## src/ptt_pkg.sv

```systemverilog
// Shared types and constants of the periodic timer table.
`default_nettype none

package ptt_pkg;

  localparam int SLOTS_DEF       = 16;
  localparam int HANDLE_BITS_DEF = 8;
  localparam int DATA_W          = 32;
  localparam int OUT_HANDLE_W    = 8;
  localparam int USED_W          = 5;
  localparam int REQ_W           = 3;

  typedef enum logic [REQ_W-1:0] {
    REQ_TICK       = 3'd0,
    REQ_REGISTER   = 3'd1,
    REQ_UNREGISTER = 3'd2,
    REQ_START      = 3'd3,
    REQ_STOP       = 3'd4
  } req_t;

  // Per-cell command for one cycle.
  typedef struct packed {
    logic load;
    logic rotate;
    logic compact;
    logic phase;
  } cell_ctrl_t;

  // What the head unit did with the slot passing through it.
  typedef struct packed {
    logic fire;
    logic drop;
    logic hit;
  } head_evt_t;

endpackage

`default_nettype wire

```

## src/ptt_cell.sv

```systemverilog
// One slot of the timer chain: holds a slot and trades it with its neighbours.
`default_nettype none

module ptt_cell #(
  parameter int SLOTS       = ptt_pkg::SLOTS_DEF,
  parameter int HANDLE_BITS = ptt_pkg::HANDLE_BITS_DEF,
  parameter int IDX         = 0
) (
  input  wire                          clk,
  input  wire                          rst_n,
  input  ptt_pkg::cell_ctrl_t          ctrl,
  input  wire [HANDLE_BITS-1:0]        ld_handle,
  input  wire [ptt_pkg::DATA_W-1:0]    ld_period,
  input  wire                          l_valid,
  input  wire [HANDLE_BITS-1:0]        l_handle,
  input  wire [ptt_pkg::DATA_W-1:0]    l_period,
  input  wire [ptt_pkg::DATA_W-1:0]    l_count,
  input  wire                          l_active,
  input  wire                          r_valid,
  input  wire [HANDLE_BITS-1:0]        r_handle,
  input  wire [ptt_pkg::DATA_W-1:0]    r_period,
  input  wire [ptt_pkg::DATA_W-1:0]    r_count,
  input  wire                          r_active,
  output logic                         q_valid,
  output logic [HANDLE_BITS-1:0]       q_handle,
  output logic [ptt_pkg::DATA_W-1:0]   q_period,
  output logic [ptt_pkg::DATA_W-1:0]   q_count,
  output logic                         q_active
);

  localparam logic ODD   = 1'((IDX % 2) == 1);
  localparam logic HAS_L = 1'(IDX > 0);
  localparam logic HAS_R = 1'(IDX < SLOTS - 1);

  logic                       valid_r, valid_nxt;
  logic [HANDLE_BITS-1:0]     handle_r, handle_nxt;
  logic [ptt_pkg::DATA_W-1:0] period_r, period_nxt;
  logic [ptt_pkg::DATA_W-1:0] count_r, count_nxt;
  logic                       active_r, active_nxt;
  logic                       pair_left;
  logic                       take_r;
  logic                       take_l;

  // In a compaction phase the cells pair up; an empty left cell takes a
  // live right one, so live slots drift to the front in their order.
  assign pair_left = (ODD == ctrl.phase);
  assign take_r = ctrl.rotate ||
                  (ctrl.compact && HAS_R && pair_left && !valid_r && r_valid);
  assign take_l = ctrl.compact && HAS_L && !pair_left && !l_valid && valid_r;

  always_comb begin
    valid_nxt  = valid_r;
    handle_nxt = handle_r;
    period_nxt = period_r;
    count_nxt  = count_r;
    active_nxt = active_r;
    if (ctrl.load) begin
      valid_nxt  = 1'b1;
      handle_nxt = ld_handle;
      period_nxt = ld_period;
      count_nxt  = '0;
      active_nxt = 1'b0;
    end else if (take_r) begin
      valid_nxt  = r_valid;
      handle_nxt = r_handle;
      period_nxt = r_period;
      count_nxt  = r_count;
      active_nxt = r_active;
    end else if (take_l) begin
      valid_nxt  = l_valid;
      handle_nxt = l_handle;
      period_nxt = l_period;
      count_nxt  = l_count;
      active_nxt = l_active;
    end
  end

  always_ff @(posedge clk) begin
    if (!rst_n) begin
      valid_r <= 1'b0;
    end else begin
      valid_r <= valid_nxt;
    end
    handle_r <= handle_nxt;
    period_r <= period_nxt;
    count_r  <= count_nxt;
    active_r <= active_nxt;
  end

  assign q_valid  = valid_r;
  assign q_handle = handle_r;
  assign q_period = period_r;
  assign q_count  = count_r;
  assign q_active = active_r;

endmodule

`default_nettype wire

```

## src/ptt_head.sv

```systemverilog
// Head unit: applies the current request to the slot leaving the front of the chain.
`default_nettype none

module ptt_head #(
  parameter int HANDLE_BITS = ptt_pkg::HANDLE_BITS_DEF
) (
  input  ptt_pkg::req_t                op,
  input  wire [HANDLE_BITS-1:0]        key,
  input  wire                          found,
  input  wire                          s_valid,
  input  wire [HANDLE_BITS-1:0]        s_handle,
  input  wire [ptt_pkg::DATA_W-1:0]    s_period,
  input  wire [ptt_pkg::DATA_W-1:0]    s_count,
  input  wire                          s_active,
  output logic                         o_valid,
  output logic [HANDLE_BITS-1:0]       o_handle,
  output logic [ptt_pkg::DATA_W-1:0]   o_period,
  output logic [ptt_pkg::DATA_W-1:0]   o_count,
  output logic                         o_active,
  output ptt_pkg::head_evt_t           evt
);

  logic [ptt_pkg::DATA_W-1:0] count_inc;
  logic                       key_match;

  assign count_inc = s_count + ptt_pkg::DATA_W'(1);
  assign key_match = s_valid && (s_handle == key);

  always_comb begin
    o_valid  = s_valid;
    o_handle = s_handle;
    o_period = s_period;
    o_count  = s_count;
    o_active = s_active;
    evt      = '0;
    unique case (op)
      ptt_pkg::REQ_TICK: begin
        if (s_valid && s_active) begin
          if (count_inc >= s_period) begin
            o_count  = '0;
            // A null handle expires silently.
            evt.fire = (s_handle != '0);
          end else begin
            o_count = count_inc;
          end
        end
      end
      ptt_pkg::REQ_UNREGISTER: begin
        if (key_match) begin
          o_valid  = 1'b0;
          evt.drop = 1'b1;
        end
      end
      ptt_pkg::REQ_START, ptt_pkg::REQ_STOP: begin
        if (key_match && !found) begin
          o_active = (op == ptt_pkg::REQ_START);
          evt.hit  = 1'b1;
        end
      end
      default: begin
      end
    endcase
  end

endmodule

`default_nettype wire

```

## src/periodic_timer_table.sv

```systemverilog
// Periodic timer table: a rotating chain of timer slots with one head unit.
//
// Requests enter on in_valid/in_stall and results leave on out_valid/out_stall;
// a transfer happens on a clock edge with valid high and stall low.
// in_stall is high whenever a request is in progress, so one request is
// worked at a time. Every request gives one result, except a tick, which
// gives one result per firing slot (or a single result when none fires);
// out_last marks the final result of a request.
// Register and unknown requests go straight to the finish state; tick, start
// and stop rotate the whole chain once through the head unit, one slot per
// cycle unless a tick pauses, and unregister follows its rotation with
// odd/even compaction of the live slots toward the front.
// The result register holds one result for the receiver: while out_stall is
// high a finished result waits there, the next request holds in its final
// state (with in_stall high) until that register is free, and a tick pauses
// its rotation when a second firing slot meets a result register still held.
// Reset (rst_n low, synchronous) empties the table and drops any result.
`default_nettype none

module periodic_timer_table #(
  parameter int SLOTS       = ptt_pkg::SLOTS_DEF,
  parameter int HANDLE_BITS = ptt_pkg::HANDLE_BITS_DEF
) (
  input  wire                               clk,
  input  wire                               rst_n,
  input  wire                               in_valid,
  output logic                              in_stall,
  input  wire [ptt_pkg::REQ_W-1:0]          in_req_type,
  input  wire [HANDLE_BITS-1:0]             in_handle,
  input  wire [ptt_pkg::DATA_W-1:0]         in_period,
  output logic                              out_valid,
  input  wire                               out_stall,
  output logic                              out_fired,
  output logic [ptt_pkg::OUT_HANDLE_W-1:0]  out_fired_handle,
  output logic                              out_status,
  output logic [ptt_pkg::USED_W-1:0]        out_used_slots,
  output logic                              out_last
);

  localparam int CNT_W = (SLOTS > 1) ? $clog2(SLOTS) : 1;
  localparam int TOT_W = $clog2(SLOTS + 1);

  typedef enum logic [1:0] {
    S_IDLE,
    S_WALK,
    S_COMPACT,
    S_FINISH
  } state_t;

  state_t                            state_r, state_nxt;
  ptt_pkg::req_t                     op_r, op_nxt;
  logic [HANDLE_BITS-1:0]            key_r, key_nxt;
  logic [CNT_W-1:0]                  cnt_r, cnt_nxt;
  logic [TOT_W-1:0]                  total_r, total_nxt;
  logic                              found_r, found_nxt;
  logic                              status_r, status_nxt;
  logic                              pend_valid_r, pend_valid_nxt;
  logic [ptt_pkg::OUT_HANDLE_W-1:0]  pend_handle_r, pend_handle_nxt;
  logic                              out_valid_r, out_valid_nxt;
  logic                              out_fired_r, out_fired_nxt;
  logic [ptt_pkg::OUT_HANDLE_W-1:0]  out_fhandle_r, out_fhandle_nxt;
  logic                              out_status_r, out_status_nxt;
  logic [ptt_pkg::USED_W-1:0]        out_used_r, out_used_nxt;
  logic                              out_last_r, out_last_nxt;

  logic                              accept;
  logic                              out_free;
  logic                              step;
  logic                              cnt_last;
  logic                              do_load;

  ptt_pkg::cell_ctrl_t               ctrl [SLOTS];

  logic                              c_valid  [SLOTS];
  logic [HANDLE_BITS-1:0]            c_handle [SLOTS];
  logic [ptt_pkg::DATA_W-1:0]        c_period [SLOTS];
  logic [ptt_pkg::DATA_W-1:0]        c_count  [SLOTS];
  logic                              c_active [SLOTS];

  logic                              h_valid;
  logic [HANDLE_BITS-1:0]            h_handle;
  logic [ptt_pkg::DATA_W-1:0]        h_period;
  logic [ptt_pkg::DATA_W-1:0]        h_count;
  logic                              h_active;
  ptt_pkg::head_evt_t                evt;

  assign in_stall = (state_r != S_IDLE);
  assign accept   = in_valid && !in_stall;
  assign out_free = !out_valid_r || !out_stall;
  assign cnt_last = (cnt_r == CNT_W'(SLOTS - 1));
  // A second firing slot needs the result register for the one before it.
  assign step     = !(evt.fire && pend_valid_r && !out_free);
  assign do_load  = accept && (in_req_type == ptt_pkg::REQ_REGISTER) &&
                    (total_r < TOT_W'(SLOTS));

  ptt_head #(
    .HANDLE_BITS (HANDLE_BITS)
  ) u_head (
    .op       (op_r),
    .key      (key_r),
    .found    (found_r),
    .s_valid  (c_valid[0]),
    .s_handle (c_handle[0]),
    .s_period (c_period[0]),
    .s_count  (c_count[0]),
    .s_active (c_active[0]),
    .o_valid  (h_valid),
    .o_handle (h_handle),
    .o_period (h_period),
    .o_count  (h_count),
    .o_active (h_active),
    .evt      (evt)
  );

  always_comb begin
    for (int k = 0; k < SLOTS; k++) begin
      ctrl[k].load    = do_load && (total_r == TOT_W'(k));
      ctrl[k].rotate  = (state_r == S_WALK) && step;
      ctrl[k].compact = (state_r == S_COMPACT);
      ctrl[k].phase   = cnt_r[0];
    end
  end

  for (genvar k = 0; k < SLOTS; k++) begin : g_cell
    logic                       lv, rv;
    logic [HANDLE_BITS-1:0]     lh, rh;
    logic [ptt_pkg::DATA_W-1:0] lp, rp, lc, rc;
    logic                       la, ra;

    if (k == 0) begin : g_first
      assign lv = 1'b0;
      assign lh = '0;
      assign lp = '0;
      assign lc = '0;
      assign la = 1'b0;
    end else begin : g_mid
      assign lv = c_valid[k-1];
      assign lh = c_handle[k-1];
      assign lp = c_period[k-1];
      assign lc = c_count[k-1];
      assign la = c_active[k-1];
    end

    // The last cell closes the ring through the head unit.
    if (k == SLOTS - 1) begin : g_last
      assign rv = h_valid;
      assign rh = h_handle;
      assign rp = h_period;
      assign rc = h_count;
      assign ra = h_active;
    end else begin : g_inner
      assign rv = c_valid[k+1];
      assign rh = c_handle[k+1];
      assign rp = c_period[k+1];
      assign rc = c_count[k+1];
      assign ra = c_active[k+1];
    end

    ptt_cell #(
      .SLOTS       (SLOTS),
      .HANDLE_BITS (HANDLE_BITS),
      .IDX         (k)
    ) u_cell (
      .clk       (clk),
      .rst_n     (rst_n),
      .ctrl      (ctrl[k]),
      .ld_handle (in_handle),
      .ld_period (in_period),
      .l_valid   (lv),
      .l_handle  (lh),
      .l_period  (lp),
      .l_count   (lc),
      .l_active  (la),
      .r_valid   (rv),
      .r_handle  (rh),
      .r_period  (rp),
      .r_count   (rc),
      .r_active  (ra),
      .q_valid   (c_valid[k]),
      .q_handle  (c_handle[k]),
      .q_period  (c_period[k]),
      .q_count   (c_count[k]),
      .q_active  (c_active[k])
    );
  end

  always_comb begin
    state_nxt       = state_r;
    op_nxt          = op_r;
    key_nxt         = key_r;
    cnt_nxt         = cnt_r;
    total_nxt       = total_r;
    found_nxt       = found_r;
    status_nxt      = status_r;
    pend_valid_nxt  = pend_valid_r;
    pend_handle_nxt = pend_handle_r;
    out_valid_nxt   = out_valid_r && out_stall;
    out_fired_nxt   = out_fired_r;
    out_fhandle_nxt = out_fhandle_r;
    out_status_nxt  = out_status_r;
    out_used_nxt    = out_used_r;
    out_last_nxt    = out_last_r;

    unique case (state_r)
      S_IDLE: begin
        if (accept) begin
          key_nxt        = in_handle;
          cnt_nxt        = '0;
          found_nxt      = 1'b0;
          status_nxt     = 1'b0;
          pend_valid_nxt = 1'b0;
          op_nxt         = ptt_pkg::REQ_TICK;
          case (in_req_type)
            ptt_pkg::REQ_TICK: begin
              state_nxt = S_WALK;
            end
            ptt_pkg::REQ_REGISTER: begin
              if (do_load) begin
                total_nxt = total_r + TOT_W'(1);
              end else begin
                status_nxt = 1'b1;
              end
              state_nxt = S_FINISH;
            end
            ptt_pkg::REQ_UNREGISTER: begin
              op_nxt    = ptt_pkg::REQ_UNREGISTER;
              state_nxt = S_WALK;
            end
            ptt_pkg::REQ_START: begin
              op_nxt    = ptt_pkg::REQ_START;
              state_nxt = S_WALK;
            end
            ptt_pkg::REQ_STOP: begin
              op_nxt    = ptt_pkg::REQ_STOP;
              state_nxt = S_WALK;
            end
            default: begin
              status_nxt = 1'b1;
              state_nxt  = S_FINISH;
            end
          endcase
        end
      end
      S_WALK: begin
        if (step) begin
          cnt_nxt = cnt_r + CNT_W'(1);
          if (evt.fire) begin
            if (pend_valid_r) begin
              out_valid_nxt   = 1'b1;
              out_fired_nxt   = 1'b1;
              out_fhandle_nxt = pend_handle_r;
              out_status_nxt  = 1'b0;
              out_used_nxt    = ptt_pkg::USED_W'(total_r);
              out_last_nxt    = 1'b0;
            end
            pend_valid_nxt  = 1'b1;
            pend_handle_nxt = ptt_pkg::OUT_HANDLE_W'(c_handle[0]);
          end
          if (evt.drop) begin
            total_nxt = total_nxt - TOT_W'(1);
          end
          if (evt.hit) begin
            found_nxt = 1'b1;
          end
          if (cnt_last) begin
            cnt_nxt = '0;
            if (op_r == ptt_pkg::REQ_START || op_r == ptt_pkg::REQ_STOP) begin
              status_nxt = !(found_r || evt.hit);
            end
            state_nxt = (op_r == ptt_pkg::REQ_UNREGISTER) ? S_COMPACT : S_FINISH;
          end
        end
      end
      S_COMPACT: begin
        cnt_nxt = cnt_r + CNT_W'(1);
        if (cnt_last) begin
          cnt_nxt   = '0;
          state_nxt = S_FINISH;
        end
      end
      S_FINISH: begin
        if (out_free) begin
          out_valid_nxt   = 1'b1;
          out_fired_nxt   = pend_valid_r;
          out_fhandle_nxt = pend_valid_r ? pend_handle_r : '0;
          out_status_nxt  = status_r;
          out_used_nxt    = ptt_pkg::USED_W'(total_r);
          out_last_nxt    = 1'b1;
          pend_valid_nxt  = 1'b0;
          state_nxt       = S_IDLE;
        end
      end
      default: begin
        state_nxt = S_IDLE;
      end
    endcase
  end

  always_ff @(posedge clk) begin
    if (!rst_n) begin
      state_r      <= S_IDLE;
      total_r      <= '0;
      pend_valid_r <= 1'b0;
      out_valid_r  <= 1'b0;
    end else begin
      state_r      <= state_nxt;
      total_r      <= total_nxt;
      pend_valid_r <= pend_valid_nxt;
      out_valid_r  <= out_valid_nxt;
    end
    op_r          <= op_nxt;
    key_r         <= key_nxt;
    cnt_r         <= cnt_nxt;
    found_r       <= found_nxt;
    status_r      <= status_nxt;
    pend_handle_r <= pend_handle_nxt;
    out_fired_r   <= out_fired_nxt;
    out_fhandle_r <= out_fhandle_nxt;
    out_status_r  <= out_status_nxt;
    out_used_r    <= out_used_nxt;
    out_last_r    <= out_last_nxt;
  end

  assign out_valid        = out_valid_r;
  assign out_fired        = out_fired_r;
  assign out_fired_handle = out_fhandle_r;
  assign out_status       = out_status_r;
  assign out_used_slots   = out_used_r;
  assign out_last         = out_last_r;

  a_total_bound: assert property (@(posedge clk) disable iff (!rst_n)
    total_r <= TOT_W'(SLOTS))
    else $error("slot count exceeds the table size");

  a_idle_no_pending: assert property (@(posedge clk) disable iff (!rst_n)
    (state_r == S_IDLE) |-> !pend_valid_r)
    else $error("a fire result is still pending while idle");

  a_accept_busy: assert property (@(posedge clk) disable iff (!rst_n)
    accept |=> in_stall)
    else $error("block took no notice of an accepted transfer");

  a_finish_last: assert property (@(posedge clk) disable iff (!rst_n)
    (state_r == S_FINISH && out_free) |=> (out_valid_r && out_last_r))
    else $error("request finished without a final result");

  for (genvar k = 0; k < SLOTS; k++) begin : g_chk
    a_prefix: assert property (@(posedge clk) disable iff (!rst_n)
      (state_r == S_IDLE) |-> (c_valid[k] == (TOT_W'(k) < total_r)))
      else $error("live slots are not packed at the front of the chain");
  end

endmodule

`default_nettype wire

```

## config.mk

```make
export PLATFORM = sky130hd
export DESIGN_NAME = periodic_timer_table
export DESIGN_NICKNAME = d
export VERILOG_FILES = /design/src/ptt_pkg.sv /design/src/ptt_cell.sv /design/src/ptt_head.sv /design/src/periodic_timer_table.sv
export SDC_FILE = /design/constraint.sdc
export NUM_CORES = 2
export LEC_CHECK = 0
export ABC_AREA = 0
export BUFFER_PORTS_ARGS = -buffer_cell sky130_fd_sc_hd__buf_2
export CELL_PAD_IN_SITES_DETAIL_PLACEMENT = 0
export CELL_PAD_IN_SITES_GLOBAL_PLACEMENT = 2
export CORE_AREA = 3 3 380 382
export CTS_BUF_LIST = sky130_fd_sc_hd__clkbuf_2 sky130_fd_sc_hd__clkbuf_4 sky130_fd_sc_hd__clkbuf_8
export CTS_CLUSTER_DIAMETER = 200
export DETAILED_ROUTE_END_ITERATION = 8
export DIE_AREA = 0 0 383 385
export GPL_TIMING_DRIVEN = 0
export PLACE_DENSITY = 0.89
export REMOVE_ABC_BUFFERS = 1
export SETUP_SLACK_MARGIN = 0.05
export SKIP_CTS_REPAIR_TIMING = 1
export SYNTH_ARGS = -nofsm -noshare
export SYNTH_HDL_FRONTEND = slang
export SYNTH_SLANG_ARGS = --single-unit
```

## constraint.sdc

```tcl
create_clock -name clk -period 6.74 [get_ports clk]
set_clock_uncertainty 0.15 [all_clocks]
set_input_delay 0.337 -clock clk [delete_from_list [all_inputs] [get_ports clk]]
set_output_delay 0.337 -clock clk [all_outputs]
set_load 0.01 [all_outputs]
```

Word-level counts from Yosys, hierarchy flattened
Index checks and enable logic that the tools add are counted.
W data, S select, Z words.
{"block": "op_classes", "n_addsub": 4, "order_cmp": 2, "eq_ne": 39, "mux": 277, "n_bitwise": 2, "n_reduce_logical": 168}
{"op": "$mux W32", "count": 80}
{"op": "$mux W8", "count": 52}
{"op": "$mux W1", "count": 113}
{"op": "$logic_and A1 B1 Y1", "count": 75}
{"op": "$reduce_bool A3 Y1", "count": 17}
{"op": "$mux W5", "count": 9}
{"op": "$eq A5 B4 Y1 const B", "count": 8}
{"op": "$reduce_bool A2 Y1", "count": 19}
{"op": "$add A32 B1 Y32 const B", "count": 1}
{"op": "$ge A32 B32 Y1", "count": 1}
{"op": "$logic_not A1 Y1", "count": 23}
{"op": "$ne A2 B2 Y1 const B", "count": 11}
{"op": "$eq A5 B3 Y1 const B", "count": 4}
{"op": "$pmux W5 S2", "count": 2}
{"op": "$reduce_and A5 Y1", "count": 4}
{"op": "$logic_or A1 B1 Y1", "count": 18}
{"op": "$pmux W8 S2", "count": 1}
{"op": "$pmux W1 S2", "count": 7}
{"op": "$eq A3 B2 Y1 const B", "count": 4}
{"op": "$mux W2", "count": 6}
{"op": "$mux W4", "count": 3}
{"op": "$pmux W4 S3", "count": 1}
{"op": "$eq A5 B2 Y1 const B", "count": 2}
{"op": "$pmux W3 S3", "count": 1}
{"op": "other kinds (25)", "count": 30}
{"block": "word_totals", "register_bits": 1234, "out_inout_bits": 18, "elab_cells": 587}

Logic depth before layout (Yosys ltp)
{"block": "depth", "ltp_word": 12, "mapped_depth": 20, "ltp_nobuf": 14}

Modules after synthesis
Synthesis repeated with hierarchy kept, for this count alone.
{"block": "unflattened", "cells_unflattened": 7239, "hier_area_um2": 67006.8}
{"module": "ptt_cell (g_cell[10].u_cell ...)", "instances": 7, "cells_per_inst": 437, "area_each_um2": 4075.2, "seq_area_each_um2": 1881.8}
{"module": "ptt_cell (g_cell[11].u_cell ...)", "instances": 7, "cells_per_inst": 438, "area_each_um2": 3858.7, "seq_area_each_um2": 1881.8}
{"module": "ptt_cell (g_cell[15].u_cell)", "instances": 1, "cells_per_inst": 291, "area_each_um2": 3363.2, "seq_area_each_um2": 1881.8}
{"module": "ptt_cell (g_cell[0].u_cell)", "instances": 1, "cells_per_inst": 236, "area_each_um2": 3251.9, "seq_area_each_um2": 1881.8}
{"module": "ptt_head", "instances": 1, "cells_per_inst": 387, "area_each_um2": 2502.4, "seq_area_each_um2": 0.0}
{"module": "periodic_timer_table", "instances": 1, "cells_per_inst": 200, "area_each_um2": 2352.3, "seq_area_each_um2": 1411.4}

Worst setup path before layout
No wires, ideal clock.
{"block": "synth_path", "path_type": "register -> register", "startpoint": "register g_cell[0].u_cell.count_r, in the netlist g_cell[0].u_cell.q_count[0]", "endpoint": "register g_cell[9].u_cell.handle_r[0], enable pin", "t_arrival_ps": 5294, "slack_ps": 661, "stages_incl_launch_ff": 18, "path_cell_list": "dfxtp_1 > ha_1 > nand2_1 > nor4_1 > nand3_1 > nor3_1 > xnor2_1 > ha_1 > nand4_2 > or4_4 > nor4_2 > a21bo_1 > buf_2 > buf_6 > a31oi_4 > buf_2 > buf_2 > nand3_1"}
{"block": "synth_via", "elab_chain_len": 11}
{"item": "from (decl)", "line": "ptt_cell.sv:38", "text": "logic [ptt_pkg::DATA_W-1:0] count_r, count_nxt;"}
{"item": "from (signal assigned)", "line": "ptt_cell.sv:86", "text": "count_r <= count_nxt;"}
{"item": "$add A32 B1 Y32", "line": "ptt_head.sv:26", "text": "assign count_inc = s_count + ptt_pkg::DATA_W'(1);"}
{"item": "$ge A32 B32 Y1", "line": "ptt_head.sv:39", "text": "if (count_inc >= s_period) begin"}
{"item": "$mux W1", "line": "ptt_head.sv:39"}
{"item": "$mux W1", "line": "ptt_head.sv:38", "text": "if (s_valid && s_active) begin"}
{"item": "$mux W1", "line": "ptt_head.sv:36", "text": "unique case (op)"}
{"item": "$logic_and A1 B1 Y1 (2 in series)", "line": "periodic_timer_table.sv:92", "text": "assign step = !(evt.fire && pend_valid_r && !out_free);"}
{"item": "$logic_not A1 Y1", "line": "periodic_timer_table.sv:92"}
{"item": "$logic_and A1 B1 Y1", "line": "periodic_timer_table.sv:118", "text": "ctrl[k].rotate = (state_r == S_WALK) && step;"}
{"item": "$logic_or A1 B1 Y1", "line": "ptt_cell.sv:47", "text": "assign take_r = ctrl.rotate ||"}
{"item": "$reduce_bool A3 Y1 (no source line)"}
{"item": "to (signal assigned)", "line": "ptt_cell.sv:84", "text": "handle_r <= handle_nxt;"}
{"item": "to (decl)", "line": "ptt_cell.sv:36", "text": "logic [HANDLE_BITS-1:0] handle_r, handle_nxt;"}
No other way between the ends.
A chain may end at the register's enable or synchronous reset.

Worst setup path in the final report
{"block": "layout_path", "startpoint": "register g_cell[0].u_cell.count_r, in the netlist g_cell[0].u_cell.q_count[0]", "endpoint": "register g_cell[15].u_cell.count_r, in the netlist g_cell[15].u_cell.q_count[14]"}
{"block": "layout_via", "elab_chain_len": 10, "elab_cells_between_ends": 14, "cone_classes": "1 x add/sub; 1 x order compare; 7 x mux; 5 x reduce/logical"}
{"item": "$add A32 B1 Y32 (*)", "line": "ptt_head.sv:26"}
{"item": "$ge A32 B32 Y1", "line": "ptt_head.sv:39"}
{"item": "$mux W1", "line": "ptt_head.sv:39"}
{"item": "$mux W1", "line": "ptt_head.sv:38"}
{"item": "$mux W1", "line": "ptt_head.sv:36"}
{"item": "$logic_and A1 B1 Y1 (2 in series)", "line": "periodic_timer_table.sv:92"}
{"item": "$logic_not A1 Y1", "line": "periodic_timer_table.sv:92"}
{"item": "$logic_and A1 B1 Y1", "line": "periodic_timer_table.sv:118"}
{"item": "$mux W32 / $reduce_bool A2 Y1 (equally long branches)"}
{"item": "to (signal assigned)", "line": "ptt_cell.sv:86"}
{"item": "to (decl)", "line": "ptt_cell.sv:38"}
Mark *: on every way between the ends. The rest lies on a longest branch, timed or not.

==> run metrics <==
core box area 141000 µm²; nets@finish 6501; most numerous cell in the Yosys netlist a21oi_1; clock transition at the registers of the reported paths 0.06 ns; worst-margin pin slew between 1 and 1.5 ns; die height 385 µm; Data arrival, critical path approximately 7.2 ns; CP Cell Sequence ha_1 > nand2_1 > or2_2 > nor2_1 > and3_1 > xor2_1 > ha_1 > nand2_1 > nor3_1 > a32oi_1 > a21bo_4 > nand3_4 > buf_12 > buf_16 > buf_16 > a221oi_1 > a211oi_1; switching portion of total power 0.381; FMAX 0.154 GHz; # port buffers 64; sequential area share after synthesis 0.532; DRT Wirelength 228000 µm; slowest CP cell a32oi_1; io pins 65; period utilization 0.965; cts bufs inserted 210; Int Pwr 21200 µW; clock network power share 0.204; DRC marker count from the first detailed-route iteration 6192; first-pass GRT wire length 330000 µm; post-synthesis area per instance 9.24 µm²; Switch Pwr around 13000 µW; gpl congestion 0.821; DP HPWL 147000 µm; Min-Delay Path Class primary input to register; top cell types by occurrence after synthesis a21oi_1, nor2_1, nand2_1; Critical Path RT 7.38 ns; Cell variety after synth 69; top post-synthesis cells by area edfxtp_1, dfxtp_1, a21oi_1; site row count 138; wire per inst 26.9 µm; crit path capture type register; # clock sinks roughly 1200; DRT Pass-1 Iters 9; number of antenna-violating nets in the routed design 0; part of the power in registers 0.430; status finished, final reports clean; Final Hold Viols 0; vias in the first global route 49800; Final TNS setup 0 ns; critical setup path kind register to register; fin crit period about 6.5 ns; largest net degree at the start of global routing 71; Final Core Density 0.492; Die X 383 µm; H-tree levels 4; Longest Clk Path Bufs 3; Synth Flop Type edfxtp_1; Seq cells post-synth 1234; share of cells above drive strength 1 0.123; initial antenna violation count 4; Slew Limit Fails 0; final cell count without fillers around 8500; Vias/cell 6.14; CP Max Fanout 70; Ys Warns 0; top cell type's share of synthesized area 0.345; Starting Density 0.419; DRC violations left 0; Total GRT Usage 0.298; Area Overhead vs Synth 17.4%; filler instances 13000; Mapped Area 59200 µm²; Max Cap Viol 0; DP Cell Count roughly 8000; Worst VDD drop 0.273 mV; die area 147000 µm²; leading area contributor after synthesis edfxtp_1; CP Launch Type register; via count 51900; worst skew pair latency approximately 0.98 ns; fraction of registers with async set/reset 0; combinational fraction of design power 0.365; Post-synth EDFFs 681; grt total ovfl 0; RSZ-0062 raised after global routing false; Power Density around 490 nW/µm²; worst stage delay on the critical path 0.77 ns; TritonCTS clock tree built; Clk Tree Root Cell clkbuf_8; Critical path buffers and inverters 3; CP delay by family, top compound AO/OA/AOI/OAI gates; Leak 0.0261 µW; hold_ws 0.140 ns; Relative slew margins 0.133; final setup vio count 0; Syn Inst Count approximately 6400
==> sequential cells by signal (all words and copies together) (netlist names), 2 cells and up <==
signal,count
cnt_r,4
op_r,3
total_r,5
key_r,8
g_cell.u_cell.q_handle,128
state_r,2
g_cell.u_cell.q_period,512
g_cell.u_cell.q_count,512
pend_handle_r,8
g_cell.u_cell.q_active,16
g_cell.u_cell.q_valid,16
out_fired_handle,8
out_used_slots,5
==> placed cells by master (no fill, tap or decap), types with 12 or more instances in the layout <==
master,Yosys,final
a211oi_1,274,273
a21oi_1,1150,1149
a221o_1,132,132
a221oi_1,33,33
a31oi_1,53,52
and2_1,83,82
and3_1,81,75
buf_12,0,60
buf_16,0,57
buf_2,110,64
buf_4,12,31
buf_6,5,63
buf_8,0,50
clkbuf_4,0,80
clkbuf_8,0,245
clkinv_1,1,26
dfxtp_1,553,553
dlygate4sd3_1,0,50
edfxtp_1,681,681
ha_1,45,44
inv_1,191,186
mux2i_1,324,324
nand2_1,784,781
nand3_1,105,85
nand3_4,0,21
nand4_1,17,17
nor2_1,954,937
nor2_4,0,17
nor3_1,40,30
o21ai_0,65,65
o221ai_1,67,67
o31ai_4,0,12
xnor2_1,23,23
xor2_1,19,19
==> worst reg2reg max path, cell delays in order, from the launching register on <==
cell and delay [ns]:
dfxtp_1 0.54, ha_1 0.37, nand2_1 0.16, or2_2 0.35
nor2_1 0.22, and3_1 0.21, xor2_1 0.39, ha_1 0.32
nand2_1 0.08, nor3_1 0.07, a32oi_1 0.77, a21bo_4 0.57
nand3_4 0.54, buf_12 0.39, buf_16 0.24, buf_16 0.27
a221oi_1 0.60, a211oi_1 0.10
==> power groups by stage <==
stage	Combinational (µW)	Sequential, µW	Clock [µW]
3_3_place_gp	10800	14900	0
3_5_place_dp	12000	14800	0
4_1_cts	12100	14700	7070
5_1_grt	13400	15100	7420
2_1_floorplan	7330	14000	0
6_report	12500	14700	7000
==> through the flow <==
step	worst slack [ns]	power [µW]	area [µm²]
floorplan	-3.74	21400	56800
global placement	-21.53	25600	59500
finish	0.236	34200	69500
CTS	-0.835	33800	68700
global route	0.0188	36000	69500
detailed placement	-0.826	26800	64400
==> cell type report <==
class,count,area (µm²),area share
sequential,1234,31500,0.453
multi-input combinational,4396,25400,0.365
timing repair buffer,375,5280,0.0760
clock buffer,325,3970,0.0571
tap,1890,2360,0.0340
inverter,192,721,0.0104
clock inverter,47,265,0.00381
antenna,5,12.5,0.000180
==> cells by family (layout without fill, tap and decap cells) <==
group	Yosys count	after routing	synth area share
other	0	5	0
xor gates and xnor gates	42	42	0.00621
DFF	1234	1234	0.532
muxes	324	324	0.0548
and+or+nand+nor	2124	2127	0.149
adders and majority gates	45	45	0.00951
buffers and inverters	783	939	0.0534
AOI/OAI and AO/OA	1858	1858	0.194
==> worst paths after layout <==
kind                                start                             to  slack [ns]  depth (start not counted)
max           g_cell[0].u_cell.q_count[0]  g_cell[15].u_cell.q_count[14]        0.24                         17
min reg2reg  g_cell[15].u_cell.q_count[5]   g_cell[14].u_cell.q_count[5]        0.33                          1
min                        in_req_type[0]                        op_r[0]        0.14                          3
max reg2reg   g_cell[0].u_cell.q_count[0]  g_cell[15].u_cell.q_count[14]        0.24                         17
==> routing by layer <==
layer  vias up  global-route usage  part of all wire
met3       751              0.0635              0.10
met5         -                   0          0.000057
met4         2               0.146             0.052
li1      22900                   -                 -
met1     25200               0.396              0.40
met2      3073               0.463              0.44
Power figures use the tool's default switching activity.
